### src/rtl/radix_digit_converter_defines.svh
// Assertion macros for the radix digit converter.
// Included by the top level; depends on nothing else.
`ifndef RADIX_DIGIT_CONVERTER_DEFINES_SVH
`define RADIX_DIGIT_CONVERTER_DEFINES_SVH

// Same-cycle implication, disabled during reset.
`define RDC_ASSERT_IMPL(label, clk, rst, ante, cons) \
   label: assert property (@(posedge clk) disable iff (rst) (ante) |-> (cons)) \
      else $error("rdc: same-cycle check failed");

// Next-cycle implication, disabled during reset.
`define RDC_ASSERT_NEXT(label, clk, rst, ante, cons) \
   label: assert property (@(posedge clk) disable iff (rst) (ante) |=> (cons)) \
      else $error("rdc: next-cycle check failed");

`endif

### src/rtl/rdc_pkg.sv
// Shared types, constants and the digit-to-ASCII mapping of the radix converter.
// No dependencies.
`default_nettype none

package rdc_pkg;

   localparam int BaseWidth       = 6;
   localparam int DigitWidth      = 6;
   localparam int CharWidth       = 8;
   localparam int DigitCountWidth = 7;
   localparam int QueueDepth      = 2;
   localparam int QueuePtrWidth   = 1;

   localparam logic [BaseWidth-1:0]  MinBase = 6'd2;
   localparam logic [BaseWidth-1:0]  MaxBase = 6'd36;
   localparam logic [DigitWidth-1:0] Ten     = 6'd10;
   localparam logic [CharWidth-1:0]  Char0   = 8'h30;
   localparam logic [CharWidth-1:0]  Char9   = 8'h39;
   localparam logic [CharWidth-1:0]  CharA   = 8'h41;
   localparam logic [CharWidth-1:0]  CharZ   = 8'h5A;

   // item class decided at the front
   typedef enum logic [1:0] {
      KIND_BAD,
      KIND_ZERO,
      KIND_CONVERT
   } kind_type;

   typedef struct packed {
      kind_type             kind;
      logic [BaseWidth-1:0] base;
   } tag_type;

   typedef enum logic [1:0] {
      ST_IDLE,
      ST_DIV,
      ST_READ,
      ST_LOAD
   } state_type;

   function automatic logic [CharWidth-1:0] digit_to_ascii(input logic [DigitWidth-1:0] d);
      logic [CharWidth-1:0] dx;
      dx = {{(CharWidth-DigitWidth){1'b0}}, d};
      if (d >= Ten) begin
         return CharA + dx - {{(CharWidth-DigitWidth){1'b0}}, Ten};
      end
      return Char0 + dx;
   endfunction

endpackage

`default_nettype wire

### src/rtl/radix_digit_converter.sv
// Top level of the radix digit converter: front classifier/queue and back converter.
// Depends on rdc_pkg, rdc_front, rdc_back and radix_digit_converter_defines.svh.
`default_nettype none
`include "radix_digit_converter_defines.svh"

//  channel   dir  handshake              payload
//  req_      in   req_valid / req_stall  req_number, req_base
//  rsp_      out  rsp_valid / rsp_stall  rsp_digit_char, rsp_last, rsp_digit_count,
//                                        rsp_bad_base
//
// Sequence: each digit is one full pass of the bit-serial divider over the number's
//   bits, then each character passes through a stack read (ST_READ) and an output load
//   (ST_LOAD). Zero skips the divider; a bad base is answered directly from the queue.
// Reset: synchronous, active high; clears the queue, the state machine, the output
//   valid and the held digit count. The digit stack needs no clearing.
// Stalls: the two-entry queue takes new numbers while the back end works;
//   rsp_stall holds the output register and pauses the emitter and bad-base answers;
//   the divider runs on.

module radix_digit_converter import rdc_pkg::*; #(
   parameter int MAX_DIGITS   = 64,
   parameter int NUMBER_WIDTH = 64
) (
   input  wire logic                    clock,
   input  wire logic                    reset,
   input  wire logic                    req_valid,
   output logic                         req_stall,
   input  wire logic [NUMBER_WIDTH-1:0] req_number,
   input  wire logic [BaseWidth-1:0]    req_base,
   output logic                         rsp_valid,
   input  wire logic                    rsp_stall,
   output logic [CharWidth-1:0]         rsp_digit_char,
   output logic                         rsp_last,
   output logic [DigitCountWidth-1:0]   rsp_digit_count,
   output logic                         rsp_bad_base
);

   // queue to converter
   logic                    q_valid;
   tag_type                 q_tag;
   logic [NUMBER_WIDTH-1:0] q_number;
   logic                    q_pop;

   // assertion terms
   logic bad_form_ok;
   logic digit_char_ok;
   logic good_char_ok;

   rdc_front #(
      .NUMBER_WIDTH(NUMBER_WIDTH)
   ) u_front (
      .clock      (clock),
      .reset      (reset),
      .req_valid  (req_valid),
      .req_stall  (req_stall),
      .req_number (req_number),
      .req_base   (req_base),
      .q_valid    (q_valid),
      .q_tag      (q_tag),
      .q_number   (q_number),
      .q_pop      (q_pop)
   );

   rdc_back #(
      .MAX_DIGITS   (MAX_DIGITS),
      .NUMBER_WIDTH (NUMBER_WIDTH)
   ) u_back (
      .clock           (clock),
      .reset           (reset),
      .q_valid         (q_valid),
      .q_tag           (q_tag),
      .q_number        (q_number),
      .q_pop           (q_pop),
      .rsp_valid       (rsp_valid),
      .rsp_stall       (rsp_stall),
      .rsp_digit_char  (rsp_digit_char),
      .rsp_last        (rsp_last),
      .rsp_digit_count (rsp_digit_count),
      .rsp_bad_base    (rsp_bad_base)
   );

   assign bad_form_ok   = rsp_last && rsp_digit_count == '0 && rsp_digit_char == '0;
   assign digit_char_ok = (rsp_digit_char >= Char0 && rsp_digit_char <= Char9) ||
                          (rsp_digit_char >= CharA && rsp_digit_char <= CharZ);
   assign good_char_ok  = rsp_digit_count != '0 && digit_char_ok;

   // a bad-base transfer is a single, empty, final result
   `RDC_ASSERT_IMPL(a_bad_form, clock, reset, rsp_valid && rsp_bad_base, bad_form_ok)

   // every good character is a legal digit and its count is nonzero
   `RDC_ASSERT_IMPL(a_good_char, clock, reset, rsp_valid && !rsp_bad_base, good_char_ok)

   // a full queue stays full until the converter pops it
   `RDC_ASSERT_NEXT(a_queue_hold, clock, reset, req_stall && !q_pop, req_stall)

endmodule

`default_nettype wire

### src/rtl/rdc_front.sv
// Front end: classifies incoming numbers and holds them in a two-entry queue.
// Depends on rdc_pkg.
`default_nettype none

module rdc_front import rdc_pkg::*; #(
   parameter int NUMBER_WIDTH = 64
) (
   input  wire logic                    clock,
   input  wire logic                    reset,
   input  wire logic                    req_valid,
   output logic                         req_stall,
   input  wire logic [NUMBER_WIDTH-1:0] req_number,
   input  wire logic [BaseWidth-1:0]    req_base,
   output logic                         q_valid,
   output tag_type                      q_tag,
   output logic [NUMBER_WIDTH-1:0]      q_number,
   input  wire logic                    q_pop
);

   logic [NUMBER_WIDTH-1:0]  num_mem_ff [QueueDepth];
   tag_type                  tag_mem_ff [QueueDepth];
   logic [QueuePtrWidth-1:0] wr_ptr_ff, wr_ptr_in;
   logic [QueuePtrWidth-1:0] rd_ptr_ff, rd_ptr_in;
   logic [QueuePtrWidth:0]   fill_ff, fill_in;
   logic                     push;
   tag_type                  new_tag;

   always_comb begin
      new_tag.base = req_base;
      if (req_base < MinBase || req_base > MaxBase) begin
         new_tag.kind = KIND_BAD;
      end else if (req_number == '0) begin
         new_tag.kind = KIND_ZERO;
      end else begin
         new_tag.kind = KIND_CONVERT;
      end
   end

   assign req_stall = (fill_ff == (QueuePtrWidth+1)'(QueueDepth));
   assign push      = req_valid && !req_stall;
   assign q_valid   = (fill_ff != '0);
   assign q_tag     = tag_mem_ff[rd_ptr_ff];
   assign q_number  = num_mem_ff[rd_ptr_ff];

   always_comb begin
      wr_ptr_in = push  ? wr_ptr_ff + 1'b1 : wr_ptr_ff;
      rd_ptr_in = q_pop ? rd_ptr_ff + 1'b1 : rd_ptr_ff;
      fill_in   = fill_ff;
      if (push && !q_pop) begin
         fill_in = fill_ff + 1'b1;
      end else if (!push && q_pop) begin
         fill_in = fill_ff - 1'b1;
      end
   end

   always_ff @(posedge clock) begin
      if (reset) begin
         wr_ptr_ff <= '0;
         rd_ptr_ff <= '0;
         fill_ff   <= '0;
      end else begin
         wr_ptr_ff <= wr_ptr_in;
         rd_ptr_ff <= rd_ptr_in;
         fill_ff   <= fill_in;
      end
   end

   always_ff @(posedge clock) begin
      if (push) begin
         num_mem_ff[wr_ptr_ff] <= req_number;
         tag_mem_ff[wr_ptr_ff] <= new_tag;
      end
   end

endmodule

`default_nettype wire

### src/rtl/rdc_back.sv
// Back end: bit-serial divider, digit stack memory and character emitter.
// Depends on rdc_pkg.
`default_nettype none

module rdc_back import rdc_pkg::*; #(
   parameter int MAX_DIGITS   = 64,
   parameter int NUMBER_WIDTH = 64
) (
   input  wire logic                    clock,
   input  wire logic                    reset,
   input  wire logic                    q_valid,
   input  wire tag_type                 q_tag,
   input  wire logic [NUMBER_WIDTH-1:0] q_number,
   output logic                         q_pop,
   output logic                         rsp_valid,
   input  wire logic                    rsp_stall,
   output logic [CharWidth-1:0]         rsp_digit_char,
   output logic                         rsp_last,
   output logic [DigitCountWidth-1:0]   rsp_digit_count,
   output logic                         rsp_bad_base
);

   localparam int IdxWidth = $clog2(MAX_DIGITS);
   localparam int CntWidth = $clog2(MAX_DIGITS + 1);
   localparam int BitWidth = $clog2(NUMBER_WIDTH);
   localparam logic [BitWidth-1:0] LastBit  = BitWidth'(NUMBER_WIDTH - 1);
   localparam logic [CntWidth-1:0] LastSlot = CntWidth'(MAX_DIGITS - 1);

   logic [DigitWidth-1:0] stack_mem [MAX_DIGITS];
   logic [DigitWidth-1:0] rd_data_ff;

   state_type                state_ff, state_in;
   logic [NUMBER_WIDTH-1:0]  quo_ff, quo_in;
   logic [DigitWidth-1:0]    rem_ff, rem_in;
   logic [BitWidth-1:0]      bit_ff, bit_in;
   logic [BaseWidth-1:0]     base_ff, base_in;
   logic [CntWidth-1:0]      cnt_ff, cnt_in;
   logic [IdxWidth-1:0]      rd_idx_ff, rd_idx_in;
   logic                     rsp_valid_ff, rsp_valid_in;
   logic [CharWidth-1:0]     rsp_char_ff, rsp_char_in;
   logic                     rsp_last_ff, rsp_last_in;
   logic [DigitCountWidth-1:0] rsp_count_ff, rsp_count_in;
   logic                     rsp_bad_ff, rsp_bad_in;

   logic                     wr_en;
   logic [IdxWidth-1:0]      wr_addr;
   logic [DigitWidth-1:0]    wr_data;
   logic                     out_free;
   logic [DigitWidth:0]      trial;
   logic                     trial_ge;
   logic [DigitWidth:0]      trial_sub;
   logic [DigitWidth-1:0]    rem_next;
   logic [NUMBER_WIDTH-1:0]  quo_next;

   // one restoring-division step per cycle
   always_comb begin
      trial     = {rem_ff, quo_ff[NUMBER_WIDTH-1]};
      trial_ge  = (trial >= {1'b0, base_ff});
      trial_sub = trial - {1'b0, base_ff};
      rem_next  = trial_ge ? trial_sub[DigitWidth-1:0] : trial[DigitWidth-1:0];
      quo_next  = {quo_ff[NUMBER_WIDTH-2:0], trial_ge};
   end

   assign out_free = !rsp_valid_ff || !rsp_stall;

   always_comb begin
      state_in     = state_ff;
      quo_in       = quo_ff;
      rem_in       = rem_ff;
      bit_in       = bit_ff;
      base_in      = base_ff;
      cnt_in       = cnt_ff;
      rd_idx_in    = rd_idx_ff;
      rsp_valid_in = rsp_valid_ff && rsp_stall;
      rsp_char_in  = rsp_char_ff;
      rsp_last_in  = rsp_last_ff;
      rsp_count_in = rsp_count_ff;
      rsp_bad_in   = rsp_bad_ff;
      q_pop        = 1'b0;
      wr_en        = 1'b0;
      wr_addr      = cnt_ff[IdxWidth-1:0];
      wr_data      = rem_next;

      unique case (state_ff)
         ST_IDLE: begin
            if (q_valid) begin
               unique case (q_tag.kind)
                  KIND_BAD: begin
                     if (out_free) begin
                        q_pop        = 1'b1;
                        rsp_valid_in = 1'b1;
                        rsp_char_in  = '0;
                        rsp_last_in  = 1'b1;
                        rsp_count_in = '0;
                        rsp_bad_in   = 1'b1;
                     end
                  end
                  KIND_ZERO: begin
                     q_pop     = 1'b1;
                     wr_en     = 1'b1;
                     wr_addr   = '0;
                     wr_data   = '0;
                     cnt_in    = CntWidth'(1);
                     rd_idx_in = '0;
                     state_in  = ST_READ;
                  end
                  KIND_CONVERT: begin
                     q_pop    = 1'b1;
                     quo_in   = q_number;
                     rem_in   = '0;
                     bit_in   = '0;
                     base_in  = q_tag.base;
                     cnt_in   = '0;
                     state_in = ST_DIV;
                  end
                  default: begin
                     q_pop = 1'b1;
                  end
               endcase
            end
         end
         ST_DIV: begin
            quo_in = quo_next;
            rem_in = rem_next;
            bit_in = bit_ff + 1'b1;
            if (bit_ff == LastBit) begin
               // digit done: push remainder, restart on the quotient
               wr_en  = 1'b1;
               cnt_in = cnt_ff + 1'b1;
               rem_in = '0;
               bit_in = '0;
               if (quo_next == '0 || cnt_ff == LastSlot) begin
                  rd_idx_in = cnt_ff[IdxWidth-1:0];
                  state_in  = ST_READ;
               end
            end
         end
         ST_READ: begin
            state_in = ST_LOAD;
         end
         ST_LOAD: begin
            if (out_free) begin
               rsp_valid_in = 1'b1;
               rsp_char_in  = digit_to_ascii(rd_data_ff);
               rsp_last_in  = (rd_idx_ff == '0);
               rsp_count_in = DigitCountWidth'(cnt_ff);
               rsp_bad_in   = 1'b0;
               if (rd_idx_ff == '0) begin
                  state_in = ST_IDLE;
               end else begin
                  rd_idx_in = rd_idx_ff - 1'b1;
                  state_in  = ST_READ;
               end
            end
         end
         default: begin
            state_in = ST_IDLE;
         end
      endcase
   end

   always_ff @(posedge clock) begin
      if (reset) begin
         state_ff <= ST_IDLE;
      end else begin
         state_ff <= state_in;
      end
   end

   always_ff @(posedge clock) begin
      if (reset) begin
         rsp_valid_ff <= 1'b0;
         cnt_ff       <= '0;
      end else begin
         rsp_valid_ff <= rsp_valid_in;
         cnt_ff       <= cnt_in;
      end
   end

   always_ff @(posedge clock) begin
      quo_ff       <= quo_in;
      rem_ff       <= rem_in;
      bit_ff       <= bit_in;
      base_ff      <= base_in;
      rd_idx_ff    <= rd_idx_in;
      rsp_char_ff  <= rsp_char_in;
      rsp_last_ff  <= rsp_last_in;
      rsp_count_ff <= rsp_count_in;
      rsp_bad_ff   <= rsp_bad_in;
   end

   // digit stack: one write port, one registered read port
   always_ff @(posedge clock) begin
      if (wr_en) begin
         stack_mem[wr_addr] <= wr_data;
      end
      rd_data_ff <= stack_mem[rd_idx_ff];
   end

   assign rsp_valid       = rsp_valid_ff;
   assign rsp_digit_char  = rsp_char_ff;
   assign rsp_last        = rsp_last_ff;
   assign rsp_digit_count = rsp_count_ff;
   assign rsp_bad_base    = rsp_bad_ff;

endmodule

`default_nettype wire

### config.mk
export PLATFORM = sky130hd
export DESIGN_NAME = radix_digit_converter
export DESIGN_NICKNAME = d
export VERILOG_FILES = /design/src/rtl/rdc_pkg.sv /design/src/rtl/radix_digit_converter.sv /design/src/rtl/rdc_front.sv /design/src/rtl/rdc_back.sv
export VERILOG_INCLUDE_DIRS = /design/src /design/src/rtl
export SDC_FILE = /design/constraint.sdc
export NUM_CORES = 1
export LEC_CHECK = 0
export BUFFER_PORTS_ARGS = -buffer_cell sky130_fd_sc_hd__clkbuf_2
export CAP_MARGIN = 20
export CORE_MARGIN = 2
export CORE_UTILIZATION = 55
export CTS_BUF_LIST = sky130_fd_sc_hd__clkbuf_2 sky130_fd_sc_hd__clkbuf_4 sky130_fd_sc_hd__clkbuf_8
export CTS_CLUSTER_DIAMETER = 200
export DETAILED_ROUTE_END_ITERATION = 7
export HOLD_SLACK_MARGIN = 0.12
export PLACE_DENSITY = 0.83
export REMOVE_ABC_BUFFERS = 1
export SLEW_MARGIN = 20
export SYNTH_ARGS = -nofsm -noshare
export SYNTH_HDL_FRONTEND = slang
export SYNTH_SLANG_ARGS = --single-unit
export TNS_END_PERCENT = 100
### constraint.sdc
create_clock -name clock -period 12.4 [get_ports clock]
set_input_delay 0.62 -clock clock [delete_from_list [all_inputs] [get_ports clock]]
set_output_delay 0.62 -clock clock [all_outputs]
set_load 0.05 [all_outputs]
==> summary.txt <==
status: complete, no violations
Setup WS post-layout: 8.74 ns
Site Rows: 79
NumNets Final: 1770
sequential element share of the synthesized area: 74.4%
Via Count: 14512
die area: 0.0492 mm^2
CTS tree: built
Rel. slew slack: 27.1%
Clock power frac: 27.2%
Crit Path Category: flop to flop
worst skew pair latency: 0.69 ns
Synth Area in Compound Gates: 4.52%
mux contribution to synthesized area: 11.2%
Synth top area share: 72.8%
clk_skew: 0.0490 ns
cell taking the most area after synthesis: edfxtp_1
Synth Flop Type: edfxtp_1
placed cell count: 2172
vias in the first global route: 14737
area share of and/or/nand/nor cells after synthesis: 6.28%
slew at the pin closest to its max-slew limit: 1.09 ns
Worst EP arrival: 3.96 ns
port bufs: 91
Clock Tree Root: clkbuf_8
width of the die: 222 um
WHS: 0.161 ns
Critical path buffers and inverters: 2
Pwr Density: 212 mW/mm^2
dpl ws: 8.84 ns
Initial Util: 55.9%
worst-path maximum fanout: 15
Core Area: 0.0467 mm^2
Leakage Power: 9.46 nW
number of synthesized flops with an enable pin: 632
Critical R2R Capture: u_back.stack_mem[46][5]
Max VDD drop: 0.163 mV
largest family of logic cells by synthesized area: multiplexers
Resized cells post-CTS: 0
most frequent cell after synthesis: edfxtp_1
# DRC: 0
FILL cells: 3106
slowest stage cell, crit path: nor2_1
Final Hold Fails: 0
CP startpoint: u_back.state_ff[0]
post-synthesis xor/xnor area fraction: 0.873%
worst path cell trace: inv_1 -> ha_1 -> o21ai_1 -> a21oi_2 -> buf_4 -> nand2b_1 -> nor3_1 -> nand2_1 -> nor2_1
Initial DRC Count: 1918
Synth Area in Adders: 0.940%
All-Layer GR Usage: 23.0%
Final setup viols: 0
R2R Path Start: u_back.state_ff[0]
R2R depth: 9
RSZ-0062 raised after global routing: no
final wirelength: 56.0 mm
Seq pwr share: 49.5%
P_int: 4.27 mW
Worst-path clk slew: 0.07 ns
Routed Antenna Nets: 0
total CTS buffers: 95
flops & latches, synth: 653
Mean Syn Cell Area: 17.0 um^2
switching pwr: 1.92 mW
GP Congestion: 0.857
FFs w/ async S/R, synth: 0%
Logic pwr share: 23.3%
final non-filler cell total: 2362
die span in y: 222 um
family with the most delay on the worst path: simple AND/OR/NAND/NOR gates
Crit path depth: 9
Worst Setup EP: u_back.stack_mem[46][5]
top area cells in the synthesized netlist: edfxtp_1 (73%), mux4_2 (7.7%), mux2i_1 (3.3%)
Worst setup SP type: flop
switching share of power: 31.0%
drt via density: 6.14
fin. max-slew vios: 0
largest net degree at the start of global routing: 130
f_max: 273 MHz
detailed placer's ending HPWL: 34.5 mm
synthesized instance count: 1531
number of max-cap violations: 0
period utilisation layout: 29.5%
wire length per cell: 23.7 um
first-pass GRT wire length: 85.8 mm
Worst Hold Class: primary input to flop
Mapped Area: 0.0261 mm^2
clock sink total: 653
yosys warns: 0
clock buffer depth: 3
Area Overhead vs Synth: 12.0%
crit path time final: 3.66 ns
IO Pins: 93
H-tree Lvls: 3
1st-pass router iterations: 6
reg2reg setup slack: 8.74 ns
Distinct cells, synth: 55
Worst Path Required: 12.70 ns
layout cells sized above 1: 21.5%
total grt overflow: 0
crit-path max cell delay: 0.62 ns
CP Capture Type: flop
synth cell count leaders: edfxtp_1 (632), nor2_1 (123), nand2_1 (108)
setup TNS: 0 ns
initial antenna violation count: 2
-- cells in the final DEF (no fill, tap or decap), types with 4 or more instances in the layout --
cell,netlist,final
mux2_2,7,7
dfxtp_1,21,20
o21ai_1,6,6
inv_1,25,25
xor2_1,13,13
mux4_2,89,89
nor3_1,17,17
dlygate4sd3_1,0,13
a221oi_1,5,5
nand3_1,19,19
nand2b_1,4,4
clkbuf_8,0,95
clkinv_1,0,23
xnor2_1,13,13
nor2_1,123,115
clkbuf_4,0,23
o22ai_1,7,7
a22oi_1,32,32
nor2b_1,11,10
o21ai_0,76,75
bufinv_16,0,4
clkbuf_2,0,91
nor4_1,36,34
mux2i_1,85,85
and3_1,6,5
nand4_1,12,12
ha_1,18,17
and2_1,8,8
edfxtp_1,632,632
clkinv_2,0,23
nor2_4,0,7
a21oi_1,30,30
nand2_1,108,108
a211oi_1,10,10
buf_4,4,18
-- cell type report --
class / count / area [um^2] / share of cell area (%)
Clock buffer: 118 / 1480 / 5.07
Timing Repair Buffer: 125 / 771 / 2.64
Clock inverter: 56 / 380 / 1.30
Multi-Input combinational cell: 777 / 6320 / 21.6
Sequential cell: 653 / 19400 / 66.4
Inverter: 25 / 93.8 / 0.321
Tap cell: 607 / 759 / 2.60
Antenna cell: 1 / 2.50 / 0.00857
-- repair_timing --
item | 4_1_cts | 5_1_grt
buffers inserted | 0 | 0
hold buffers | 13 | 0
endpoints found under the setup margin | 0 | 0
hold endpoints to repair | 25 | 0
-- cells by family (layout without fill, tap and decap cells) --
| group | count (synthesis) | count (layout) |
|---|---|---|
| flops | 653 | 653 |
| fa+ha+maj | 19 | 19 |
| buf+inv | 101 | 324 |
| compound gates | 192 | 192 |
| mux | 181 | 181 |
| simple gates | 358 | 358 |
| xor+xnor | 26 | 26 |
| other cells | 1 | 2 |
-- metal layers --
layer / track usage (%) / vias to the layer above / wire length (um)
met4: 8.35 / 2 / 1680
met5: 0 / - / 13
met1: 31.0 / 7182 / 21600
li1: - / 6343 / -
met2: 37.0 / 870 / 27400
met3: 5.33 / 115 / 5380
-- registers in the layout (all words and copies together) (netlist names), named ones only --
name	count
u_back.rsp_digit_char	7
u_back.rd_idx_ff	6
u_front.tag_mem_ff	16
u_back.rsp_valid	1
u_front.num_mem_ff	128
u_back.rem_ff	6
u_back.rsp_bad_base	1
u_back.rd_data_ff	6
u_back.cnt_ff	7
u_front.wr_ptr_ff	1
u_back.stack_mem	384
u_front.rd_ptr_ff	1
u_back.rsp_digit_count	7
u_back.state_ff	2
u_back.rsp_last	1
u_back.bit_ff	6
u_front.fill_ff	2
u_back.base_ff	6
u_back.quo_ff	64
-- worst min-delay path by stage --
stage / start / to / slack (ns) / depth (start not counted)
finish: req_number[0] / u_front.num_mem_ff[1][0] / 0.16 / 1
global route: req_number[53] / u_front.num_mem_ff[1][53] / 0.12 / 1
global placement: u_front.rd_ptr_ff / u_front.rd_ptr_ff / 0.48 / 2
detailed placement: u_front.rd_ptr_ff / flop / 0.49 / 2
floorplan: u_front.rd_ptr_ff / flop / 0.47 / 2
CTS: req_base[3] / u_front.tag_mem_ff[1][3] / 0.12 / 1
-- power groups by stage --
stage	Sequential, mW	Combinational [mW]	Clock (mW)
3_3_place_gp	3.10	1.37	0
4_1_cts	3.06	1.43	1.71
2_1_floorplan	3.21	0.872	0
5_1_grt	3.08	1.56	1.80
3_5_place_dp	3.11	1.42	0
6_report	3.07	1.44	1.68
-- stage by stage --
step	util (%)	power, mW	cell area, um^2
floorplan	-	4.08	25700
global placement	58.2	4.46	27200
detailed placement	58.2	4.53	27200
CTS	62.5	6.20	29200
global route	62.6	6.44	29200
finish	62.6	6.19	29200
-- worst reg2reg max path, stage by stage (launching register included) --
cell      delay (ns)
dfxtp_1         0.43
inv_1           0.12
ha_1            0.33
o21ai_1         0.36
a21oi_2         0.05
buf_4           0.24
nand2b_1        0.30
nor3_1          0.35
nand2_1         0.47
nor2_1          0.62
Note: power is estimated with default switching activity, not from simulation.
